===== config.mk =====
export PLATFORM = sky130hd
export DESIGN_NAME = llqm_ctrl
export DESIGN_NICKNAME = d
export VERILOG_FILES = /design/src/rtl/llqm_pkg.sv /design/src/rtl/llqm_ctrl.sv
export SDC_FILE = /design/constraint.sdc
export NUM_CORES = 1
export LEC_CHECK = 0
export CORE_AREA = 2 2 39 41
export DETAILED_ROUTE_END_ITERATION = 6
export DIE_AREA = 0 0 41 43
export DONT_BUFFER_PORTS = 1
export PLACE_DENSITY = 0.34
export SKIP_CTS_REPAIR_TIMING = 1
export SYNTH_ARGS = -nofsm -noshare
export SYNTH_HDL_FRONTEND = slang
export SYNTH_SLANG_ARGS = --single-unit

===== constraint.sdc =====
create_clock -name clk_i -period 1.2 [get_ports clk_i]
set_input_delay 0.06 -clock clk_i [delete_from_list [all_inputs] [get_ports clk_i]]
set_output_delay 0.06 -clock clk_i [all_outputs]
set_load 0.03 [all_outputs]

===== src/rtl/llqm_pkg.sv =====
// ----------------------------------------------------------------------------
// Linked-list queue manager package
// Shared request, response and holder types, status codes and the command and
// status bundles that pass between the controller and the datapath.
// ----------------------------------------------------------------------------
package llqm_pkg;

  // Operation codes carried in the opcode field of a request.
  localparam logic OP_ADD    = 1'b0;
  localparam logic OP_REMOVE = 1'b1;

  typedef enum logic [1:0] {
    STATUS_OK         = 2'd0,
    STATUS_BAD_DATA   = 2'd1,
    STATUS_POOL_EMPTY = 2'd2,
    STATUS_LIST_EMPTY = 2'd3
  } status_e;

  typedef struct packed {
    logic        opcode;
    logic [1:0]  list_sel;
    logic        has_data;
    logic        data_id_ok;
    logic [15:0] data_ref;
    logic [15:0] msg_code;
    logic [15:0] data_len;
    logic [7:0]  prio;
    logic [15:0] origin_tag;
  } req_t;

  typedef struct packed {
    status_e     status;
    logic [15:0] out_msg_code;
    logic [15:0] out_data_ref;
    logic        out_data_ok;
    logic [15:0] out_data_len;
    logic [7:0]  out_prio;
    logic [15:0] out_origin;
  } rsp_t;

  // Message fields kept in one holder of the pool.
  typedef struct packed {
    logic [15:0] msg_code;
    logic [15:0] data_ref;
    logic        data_ok;
    logic [15:0] data_len;
    logic [7:0]  prio;
    logic [15:0] origin;
  } slot_t;

  // Controller to datapath.
  typedef struct packed {
    logic clr_step;  // write one entry of the free-list chain after reset
    logic capture;   // request accepted: latch it and start the memory reads
    logic commit;    // update the lists, write the memories, load the response
  } cmd_t;

  // Datapath to controller.
  typedef struct packed {
    logic init_done;
  } sts_t;

endpackage


===== src/rtl/llqm_ctrl.sv =====
// ----------------------------------------------------------------------------
// Linked-list queue manager controller
// Sequences the clearing pass, request capture and commit, and owns the
// handshakes of both channels.
// ----------------------------------------------------------------------------
module llqm_ctrl (
  input  logic           clk_i,
  input  logic           rst_ni,
  input  logic           in_valid_i,
  output logic           in_ready_o,
  output logic           out_valid_o,
  input  logic           out_ready_i,
  input  llqm_pkg::sts_t sts_i,
  output llqm_pkg::cmd_t cmd_o
);

  localparam logic [1:0] ST_INIT = 2'd0;
  localparam logic [1:0] ST_IDLE = 2'd1;
  localparam logic [1:0] ST_EXEC = 2'd2;

  logic [1:0] state_q, state_d;
  logic       out_valid_q, out_valid_d;

  always_comb begin
    state_d      = state_q;
    cmd_o        = '0;
    in_ready_o   = 1'b0;
    unique case (state_q)
      ST_INIT: begin
        cmd_o.clr_step = ~sts_i.init_done;
        if (sts_i.init_done) begin
          state_d = ST_IDLE;
        end
      end
      ST_IDLE: begin
        in_ready_o = 1'b1;
        if (in_valid_i) begin
          cmd_o.capture = 1'b1;
          state_d       = ST_EXEC;
        end
      end
      ST_EXEC: begin
        // The response register must be free, or be emptied this cycle.
        if (!out_valid_q || out_ready_i) begin
          cmd_o.commit = 1'b1;
          state_d      = ST_IDLE;
        end
      end
      default: begin
        state_d = ST_INIT;
      end
    endcase
  end

  always_comb begin
    out_valid_d = out_valid_q;
    priority if (cmd_o.commit) begin
      out_valid_d = 1'b1;
    end else if (out_ready_i) begin
      out_valid_d = 1'b0;
    end else begin
      out_valid_d = out_valid_q;
    end
  end

  always_ff @(posedge clk_i or negedge rst_ni) begin
    if (!rst_ni) begin
      state_q     <= ST_INIT;
      out_valid_q <= 1'b0;
    end else begin
      state_q     <= state_d;
      out_valid_q <= out_valid_d;
    end
  end

  assign out_valid_o = out_valid_q;

endmodule


After elaboration in Yosys (flattened, before gate mapping)
Cells that the tools add are included.
- reductions and logical operators: 5
- eq/ne operators: 5
- bitwise gates (word level): 1
- muxes and demuxes: 12
- operators by type and width (operator ; count):
    1-bit two-way mux ; 8
    2-bit two-way mux ; 3
    2-bit inequality test, second input constant ; 3
    2-bit case mux with 3 select lines ; 1
    3-bit AND reduction ; 1
    2-bit by 1-bit == test with 1-bit output, second input constant ; 1
    2-bit == test, second input constant ; 1
    2-bit zero test ; 1
    2-bit nonzero test ; 1
    1-bit zero test ; 1
    1-bit logical OR ; 1
    1-bit NOT ; 1
- output and inout port bits: 5
- bits in registers: 3
- word-level logic and storage cells: 25

Depth between registers and ports, before layout
Gate-level depths: netlist of the first run.
- word-level depth: 5
- gate-level depth with buffers: 3
- gate-level depth less buffers: 2

Worst setup path before layout of the first run
Ideal clock, no wire load.
- kind: register to register
- start point: reg state_q[1]
- end point: reg state_q[0]
- buffers on the path: 0
- data required time: 1134 ps
- library setup time: 66 ps
- stages on the path, launching flop included: 3
- arrival time: 1115 ps
- setup slack: 19 ps
- clock period less this slack: 1181 ps
- cell sequence: dfrtp_1 -> nor2b_1 -> a22o_1
- cells in the longest elaborated chain, start to end: 3
- elaborated cells on any way between the ends: 8
- those cells by class: eq/ne (5); mux (1); reduce/logical (2)
- RTL lines (element ; line ; source):
    start: declaration ; llqm_ctrl.sv:21 ; logic [1:0] state_q, state_d;
    start signal: assignment ; llqm_ctrl.sv:71 ; state_q <= state_d;
    2-bit == test (tied with other cells) ; llqm_ctrl.sv:28 ; unique case (state_q)
    2-bit inequality test (no source line) ; -- ;
    3-bit AND reduction (no source line) ; -- ;
Parallel ways exist; a longest one is shown, timed or not.
A chain may end at the register's enable or synchronous reset.

==> results.ini, run 1 <==
[logic_synthesis]
syn-instance-count = 17
yosys.area.top_type_share = 0.458
ys_warn_count = 0
synth.avg_cell_area_sq_um = 9.64
synth_edf_count = 0
seq_area_frac_synth = 0.458
synth_commonest_cells = dfrtp_1, inv_1
synth-seq-cells = 3
syn_area_sq_um = 164
synth.area.top_cells = dfrtp_1, inv_1, o21ba_1
synth_ff_type = dfrtp_1
synth_cell_types = 13
yosysTopAreaCell = dfrtp_1
synth.net_count = 22
async_flop_share = 1.00

[worst_setup_path]
startpoint = state_q[1]
crit-reg2reg-launch = state_q[0]
r2r_setup_slack_ns = 0.24
crit_family = flip-flops
critPathArrivalTime_ns = 1.08
endpoint = cmd_o[1]
worstSetupPathType = reg2out
start_kind = flip-flop
path_buf_inv = 1
crit_chain = and3b_1 > buf_4
reg2reg_depth = 3
cp_data_required_time_ns = 1.14
cp_slowest_stage_delay_ns = 0.45
slowest_stage = dfrtp_2
worstReg2RegEnd = state_q[0]
endpoint_kind = output port
crit_fanout = 6
cp.depth = 2

[timing]
finClkSkew_ns = 0.00310
setup_viol = 0
rsz0062_at_grt = false
max_freq_mhz = 878
slew_headroom = 0.894
finalMaxSlewViolations = 0
finalHoldViolations = 0
setup_tns_ns = 0
worst_slew_pin_slew_ns = 0.157
timing.final.crit_period_ns = 1.14
min_period_over_period = 0.949

[layout]
seqCellArea_sq_um = 76.3
multi_input_area_sq_um = 81.3
final_nets = 34
utilization = 0.203
fill_cells = 161
antenna-diode-count = 0
area_growth_syn_to_layout_pct = 71.0
drive_above_1_share = 0.429

[worst_hold_path]
whs_path_depth = 2
hold_class = in2reg

[floorplan]
fp.dieH_um = 43
ios = 10
initial_core_util = 0.118
die-area_sq_um = 1760
core_area_sq_um = 1380
rows = 14
die_w_um = 41

[route]
post_drt_wl_per_cell_um = 9.95
route.met2.wl_um = 176
wl_met1_um = 199
dr.pass1.iters = 2
vias_per_cell = 3.73
first_iter_violations = 2
wirelength_um = 438
dr_wl_met3_um = 61
drc = 0
vias = 164
route.top_layer_used = met3
antenna_left = 0

[clock_tree]
cts_root_buf = clkbuf_4
cts_max_level = 1
worstSkewPairLatency_ns = 0.23
cts_sinks = 3
clockBufferDepth = 2
cts_buffers = 3
path_clk_slew_ns = 0.04
cts_tree = yes

[grt]
gr-total-overflow = 0
gr-usage-all-layers = 0.0604
grt_max_degree = 7
grt_pass1_wl_um = 641
antenna_found_initial = 0
first_global_vias = 170

[power]
p_leak_nw = 0.140
vdd_drop_max_mv = 0.781
p_per_area_nw_per_um2 = 2830

[placed_design]
hpwlAfterDp_um = 304
io_buffers = 0
gp_congestion = 0.568

[run]
maxCapViolCount = 0

[outcome]
status = complete, no violations

cells by family after synthesis:
group                  after synthesis  synth area share
flip-flops                           3             0.458
AND/OR/NAND/NOR                      5             0.206
AO/OA/AOI/OAI                        5             0.221
buffers and inverters                4             0.115
power breakdown:
group	internal [W]	leakage, nW	total [W]	switching, W
Sequential	0.000148	0.0368	0.000214	0.0000657
Combinational	0.000189	0.0880	0.000402	0.000213
Clock	0.000125	0.0150	0.000176	0.0000513
Total	0.000462	0.140	0.000792	0.000330
through the flow:
step,cells,power [W],cell area (sq um),setup slack [ns],hold slack [ns]
after floorplan,17,0.000440,164,0.0190,-0.236
after global routing,44,0.000846,280,0.00482,0.0278
after global placement,37,0.000540,214,0.293,-0.235
after CTS,41,0.000740,240,0.0161,-0.488
after detailed placement,37,0.000554,214,0.269,-0.235
final,44,0.000792,280,0.0615,0.0132
metal layers:
layer  vias up  global-route usage
met5         -                   0
met4         0              0.0600
li1         78                   -
met2        11              0.0625
met3         0              0.0628
met1        75              0.0615
worst min-delay path by stage:
stage	to	from	slack (ns)
finish	state_q[0]	in_valid_i	0.01
global route	state_q[0]	in_valid_i	0.03
CTS	out_valid_o	rst_ni	-0.49
detailed placement	out_valid_o	rst_ni	-0.24
global placement	out_valid_o	rst_ni	-0.24
floorplan	out_valid_o	rst_ni	-0.24
cell usage in the layout (no fill, tap or decap):
master         count
o21ai_0            1
clkbuf_1           1
o21bai_1           1
inv_1              3
nand2b_4           1
and3b_1            1
dfrtp_2            1
nor3_1             1
nor2b_1            1
dlygate4sd3_1      2
nand3b_1           1
a22o_1             1
buf_4              6
clkbuf_4           3
o21ba_1            1
dfrtp_1            2
a21oi_2            1
flip-flops by register name, indices dropped and copies added, names as in the netlist:
register,count
out_valid_o,1
state_q,2
final cells by class:
type	instances	area share
multi-input combinational	10	0.290
sequential	3	0.272
tap	16	0.0714
clock buffer	4	0.0937
timing repair buffer	8	0.232
inverter	3	0.0402
(Power assumes the default switching activity.)
==> run 2, diff against run 1 <==
--- a/config.mk
+++ b/config.mk
@@ -5,11 +5,12 @@
 export SDC_FILE = /design/constraint.sdc
 export NUM_CORES = 1
 export LEC_CHECK = 0
-export CORE_AREA = 2 2 39 41
+export CORE_AREA = 10 10 47 49
 export DETAILED_ROUTE_END_ITERATION = 6
-export DIE_AREA = 0 0 41 43
+export DIE_AREA = 0 0 57 59
 export DONT_BUFFER_PORTS = 1
 export PLACE_DENSITY = 0.34
+export RECOVER_POWER = 100
 export SKIP_CTS_REPAIR_TIMING = 1
 export SYNTH_ARGS = -nofsm -noshare
 export SYNTH_HDL_FRONTEND = slang
==> constraint.sdc (replaced) <==
create_clock -name clk_i -period 1.1 [get_ports clk_i]
set_input_delay 0.055 -clock clk_i [delete_from_list [all_inputs] [get_ports clk_i]]
set_output_delay 0.055 -clock clk_i [all_outputs]
set_load 0.03 [all_outputs]
==> results.ini, run 2 (same netlist as run 1, synthesis figures left out) <==
[outcome]
status = finished with violations
violations = negative setup slack

[timing]
timing.final.crit_period_ns = 1.16
finClkSkew_ns = 0.00616  ; +0.00306 ns
setup_ws_ns = -0.0562  ; -0.118 ns
worst_slew_pin_slew_ns = 0.189  ; +0.0316 ns
finalHoldViolations = 0  ; unchanged
rsz0062_at_grt = true
slew_headroom = 0.874  ; -0.0206
setup_tns_ns = -0.100  ; -0.100 ns
min_period_over_period = 1.05
finalMaxSlewViolations = 0  ; unchanged
setup_viol = 3  ; +3
max_freq_mhz = 865

[route]
vias = 161  ; -1.8%
wirelength_um = 550  ; +26%
post_drt_wl_per_cell_um = 12.8  ; +28%
route.top_layer_used = met3
first_iter_violations = 1  ; -1
vias_per_cell = 3.74  ; +0.45%
route.met2.wl_um = 187  ; +6.3%
antenna_left = 0  ; unchanged
drc = 0  ; unchanged
dr_wl_met3_um = 155  ; +150%
dr.pass1.iters = 2  ; unchanged
wl_met1_um = 207  ; +4.0%

[power]
p_leak_nw = 0.138  ; -1.6%
vdd_drop_max_mv = 1.25  ; +60%
total_power_w = 0.000894  ; +13%
p_per_area_nw_per_um2 = 3080  ; +9.0%

[worst_setup_path]
crit_fanout = 6  ; unchanged
cp_slowest_stage_delay_ns = 0.46  ; about the same
endpoint_kind = output port
worstSetupPathType = reg2out
cp_data_required_time_ns = 1.04  ; -0.10 ns
critPathArrivalTime_ns = 1.10  ; +0.02 ns
start_kind = flip-flop
slowest_stage = dfrtp_2
crit_chain = and3b_2 > buf_6

[grt]
grt_max_degree = 7  ; unchanged
first_global_vias = 174  ; +2.4%
gr-total-overflow = 0  ; unchanged
grt_pass1_wl_um = 786  ; +23%
antenna_found_initial = 0  ; unchanged
gr-usage-all-layers = 0.0333  ; -0.0271

[clock_tree]
clockBufferDepth = 2  ; unchanged
cts_sinks = 3  ; unchanged
cts_max_level = 1  ; unchanged
cts_root_buf = clkbuf_4
worstSkewPairLatency_ns = 0.24  ; about the same
path_clk_slew_ns = 0.04  ; about the same
cts_tree = yes
cts_buffers = 3  ; unchanged

[layout]
antenna-diode-count = 0  ; unchanged
regMostFlops = state_q
utilization = 0.207  ; +0.00461
final_area_sq_um = 290  ; +3.6%
drive_above_1_share = 0.556  ; +0.127
area_growth_syn_to_layout_pct = 77.1
final_nets = 33  ; -2.9%
largest_reg_flops = 2  ; unchanged
final_cell_mix = inv_1, clkbuf_4, buf_4

[run]
maxCapViolCount = 0  ; unchanged

[floorplan]
die_w_um = 57  ; +39%
die-area_sq_um = 3360  ; +91%
initial_core_util = 0.117  ; -0.00148
core_area_sq_um = 1400  ; +1.3%
rows = 14  ; unchanged
fp.dieH_um = 59  ; +37%
ios = 10  ; unchanged

[placed_design]
io_buffers = 0  ; unchanged
gp_congestion = 0.641  ; +13%
dpl_cell_area_sq_um = 221  ; +3.5%
post-place-ws_ns = 0.142  ; -0.127 ns

[worst_hold_path]
hold_class = in2reg

==> run 2: cell count changes in the layout (fill, tap and decap cells not counted) <==
| cell | change |
|---|---|
| dfrtp_1 | -1 |
| buf_4 | -3 |
| nor3_1 | -1 |
| buf_6 | +2 |
| nor2b_1 | -1 |
| nor3_2 | +1 |
| dfrtp_2 | +1 |
| and3b_2 | +1 |
| nor2b_2 | +1 |
| and3b_1 | -1 |
==> run 2: metal layers <==
layer	global-route usage	vias to the layer above
met5	0	-
met4	0.0101	0
met3	0.0601	0
met2	0.0295	14
met1	0.0320	71
li1	-	76
==> run 2: layout make-up <==
cell class,count,area [sq um]
clock buffer,4,26.3
tap,16,20.0
multi-input combinational,10,90.1
fill,161,1110
inverter,3,11.3
sequential,3,77.6
timing repair buffer,7,65.1
==> run 2: worst max-delay path, delay by kind of cell (launching register included) <==
kind / cells / cell delay (ns)
buffers and inverters: 1 / 0.13
flip-flops: 1 / 0.46
AND/OR/NAND/NOR: 1 / 0.27
==> run 2: path summary, 6_finish.rpt <==
| kind | start | to | slack, ns | cells past startpoint |
|---|---|---|---|---|
| max | state_q[1] | cmd_o[1] | -0.06 | 2 |
| min | in_valid_i | state_q[0] | 0.01 | 2 |
| max reg2reg | state_q[1] | state_q[0] | 0.12 | 2 |
| min reg2reg | state_q[0] | state_q[1] | 0.53 | 1 |
| max in group asynchronous | rst_ni | state_q[1] | 0.83 | 1 |
| min in group asynchronous | rst_ni | state_q[0] | 0.09 | 1 |
==> run 2: power breakdown <==
group | internal [W] | switching, W | total [W]
Sequential | 0.000166 | 0.0000803 | 0.000246
Clock | 0.000136 | 0.0000600 | 0.000196
Combinational | 0.000211 | 0.000242 | 0.000452
==> run 2: per-stage QoR <==
step,hold WS [ns],cells
finish,0.0139,43
global route,0.0262,43
CTS,-0.490,41
detailed placement,-0.240,37
global placement,-0.240,37
floorplan,-0.241,17
==> run 3, diff against run 2 <==
==> constraint.sdc (replaced) <==
create_clock -name clk_i -period 0.9 [get_ports clk_i]
set_input_delay 0.045 -clock clk_i [delete_from_list [all_inputs] [get_ports clk_i]]
set_output_delay 0.045 -clock clk_i [all_outputs]
set_load 0.03 [all_outputs]
==> results.ini, run 3 (same netlist as run 1, synthesis figures left out) <==
[layout]
final_cell_mix = buf_6, inv_1, clkbuf_4, dlygate4sd3_1
regMostFlops = state_q
drive_above_1_share = 0.552  ; -0.00383
final_nets = 35  ; +6.1%
final_area_sq_um = 320  ; +10%
area_growth_syn_to_layout_pct = 95.4
antenna-diode-count = 0  ; unchanged
fill_cells = 163  ; +1.2%
largest_reg_flops = 2  ; unchanged
final_common_cell = buf_6

[clock_tree]
cts_root_buf = clkbuf_4
clockBufferDepth = 2  ; unchanged
worstSkewPairLatency_ns = 0.23  ; about the same
path_clk_slew_ns = 0.04  ; about the same
cts_max_level = 1  ; unchanged
cts_buffers = 3  ; unchanged
cts_sinks = 3  ; unchanged
cts_tree = yes

[placed_design]
io_buffers = 0  ; unchanged
post-place-ws_ns = -0.0347  ; -0.177 ns
gp_congestion = 0.589  ; -8.2%
dpl_cell_area_sq_um = 236  ; +6.8%

[floorplan]
fp.dieH_um = 59  ; unchanged
core_area_sq_um = 1400  ; unchanged
die-area_sq_um = 3360  ; unchanged
die_w_um = 57  ; unchanged
rows = 14  ; unchanged
initial_core_util = 0.117  ; unchanged
ios = 10  ; unchanged

[worst_setup_path]
endpoint = in_ready_o
crit-reg2reg-launch = state_q[1]
endpoint_kind = output port
cp_slowest_stage_delay_ns = 0.45  ; about the same
cp_data_required_time_ns = 0.85  ; -0.19 ns
path_buf_inv = 2  ; +1
worstReg2RegEnd = state_q[0]
crit_fanout = 6  ; unchanged
critPathArrivalTime_ns = 1.09  ; about the same
r2r_setup_slack_ns = -0.05  ; -0.17 ns
slowest_stage = dfrtp_2
start_kind = flip-flop
cp.depth = 3  ; +1
worstSetupPathType = reg2out
startpoint = state_q[1]
reg2reg_depth = 2  ; unchanged
crit_chain = buf_4 > nor2b_4 > buf_6
crit_family = flip-flops

[timing]
whs_ns = 0.0282  ; +0.0143 ns
finClkSkew_ns = 0.00172  ; -0.00444 ns
min_period_over_period = 1.26
finalMaxSlewViolations = 0  ; unchanged
finalHoldViolations = 0  ; unchanged
worst_slew_pin_slew_ns = 0.171  ; -0.0175 ns
setup_ws_ns = -0.235  ; -0.179 ns
max_freq_mhz = 881
timing.final.crit_period_ns = 1.13
setup_viol = 6  ; +3
setup_tns_ns = -0.963  ; -0.863 ns
rsz0062_at_grt = true
slew_headroom = 0.886  ; +0.0121

[power]
p_per_area_nw_per_um2 = 3660  ; +19%
total_power_w = 0.00117  ; +31%
vdd_drop_max_mv = 1.00  ; -19%
p_leak_nw = 0.153  ; +11%

[route]
drc = 0  ; unchanged
vias = 174  ; +8.1%
wirelength_um = 552  ; +0.36%
route.met2.wl_um = 180  ; -3.7%
post_drt_wl_per_cell_um = 12.3  ; -4.1%
dr.pass1.iters = 2  ; unchanged
route.top_layer_used = met3
antenna_left = 0  ; unchanged
wl_met1_um = 237  ; +14%
dr_wl_met3_um = 134  ; -14%
first_iter_violations = 1  ; unchanged
vias_per_cell = 3.87  ; +3.3%

[outcome]
status = finished with violations
violations = negative setup slack

[grt]
grt_pass1_wl_um = 855  ; +8.8%
antenna_found_initial = 0  ; unchanged
gr-total-overflow = 0  ; unchanged
gr-usage-all-layers = 0.0376  ; +0.00435
grt_max_degree = 7  ; unchanged
first_global_vias = 185  ; +6.3%

[worst_hold_path]
hold_class = in2reg

[run]
maxCapViolCount = 0  ; unchanged

==> run 3: cell type report <==
cell class / count / area (sq um) / area share
Clock buffer: 4 / 26.3 / 0.0820
Sequential cell: 3 / 77.6 / 0.242
Tap cell: 16 / 20.0 / 0.0625
Timing Repair Buffer: 9 / 90.1 / 0.281
Inverter: 3 / 11.3 / 0.0352
Multi-Input combinational cell: 10 / 95.1 / 0.297
==> run 3: worst min-delay path by stage <==
| stage | depth (start not counted) | slack (ns) | startpoint | endpoint |
|---|---|---|---|---|
| 5_1_grt | 2 | 0.04 | out_ready_i | state_q[1] |
| 6_report | 2 | 0.03 | out_ready_i | state_q[1] |
| 4_1_cts | 0 | -0.50 | rst_ni | out_valid_o |
| 3_3_place_gp | 0 | -0.25 | rst_ni | out_valid_o |
| 3_5_place_dp | 0 | -0.25 | rst_ni | out_valid_o |
| 2_1_floorplan | 0 | -0.25 | rst_ni | out_valid_o |
==> run 3: report_power, final <==
group	total (W)	internal [W]	switching, W
Clock	0.000237	0.000166	0.0000705
Combinational	0.000629	0.000323	0.000306
Sequential	0.000308	0.000203	0.000105
Total	0.00117	0.000692	0.000481
==> run 3: worst reg2reg max path: stages (launching register included) <==
cell	delay, ns
dfrtp_2	0.45
o21ba_1	0.20
a22o_1	0.19
==> run 3: per-layer routing <==
| metal | GRT usage | vias to the layer above |
|---|---|---|
| met3 | 0.0730 | 0 |
| met2 | 0.0357 | 14 |
| met5 | 0 | - |
| met1 | 0.0285 | 79 |
| met4 | 0.0201 | 0 |
| li1 | - | 81 |
==> run 3: per-stage QoR <==
stage / std cells / utilization
6_report: 45 / 0.229
3_5_place_dp: 38 / 0.169
5_1_grt: 45 / 0.229
4_1_cts: 42 / 0.188
2_1_floorplan: 17 / -
3_3_place_gp: 38 / 0.169
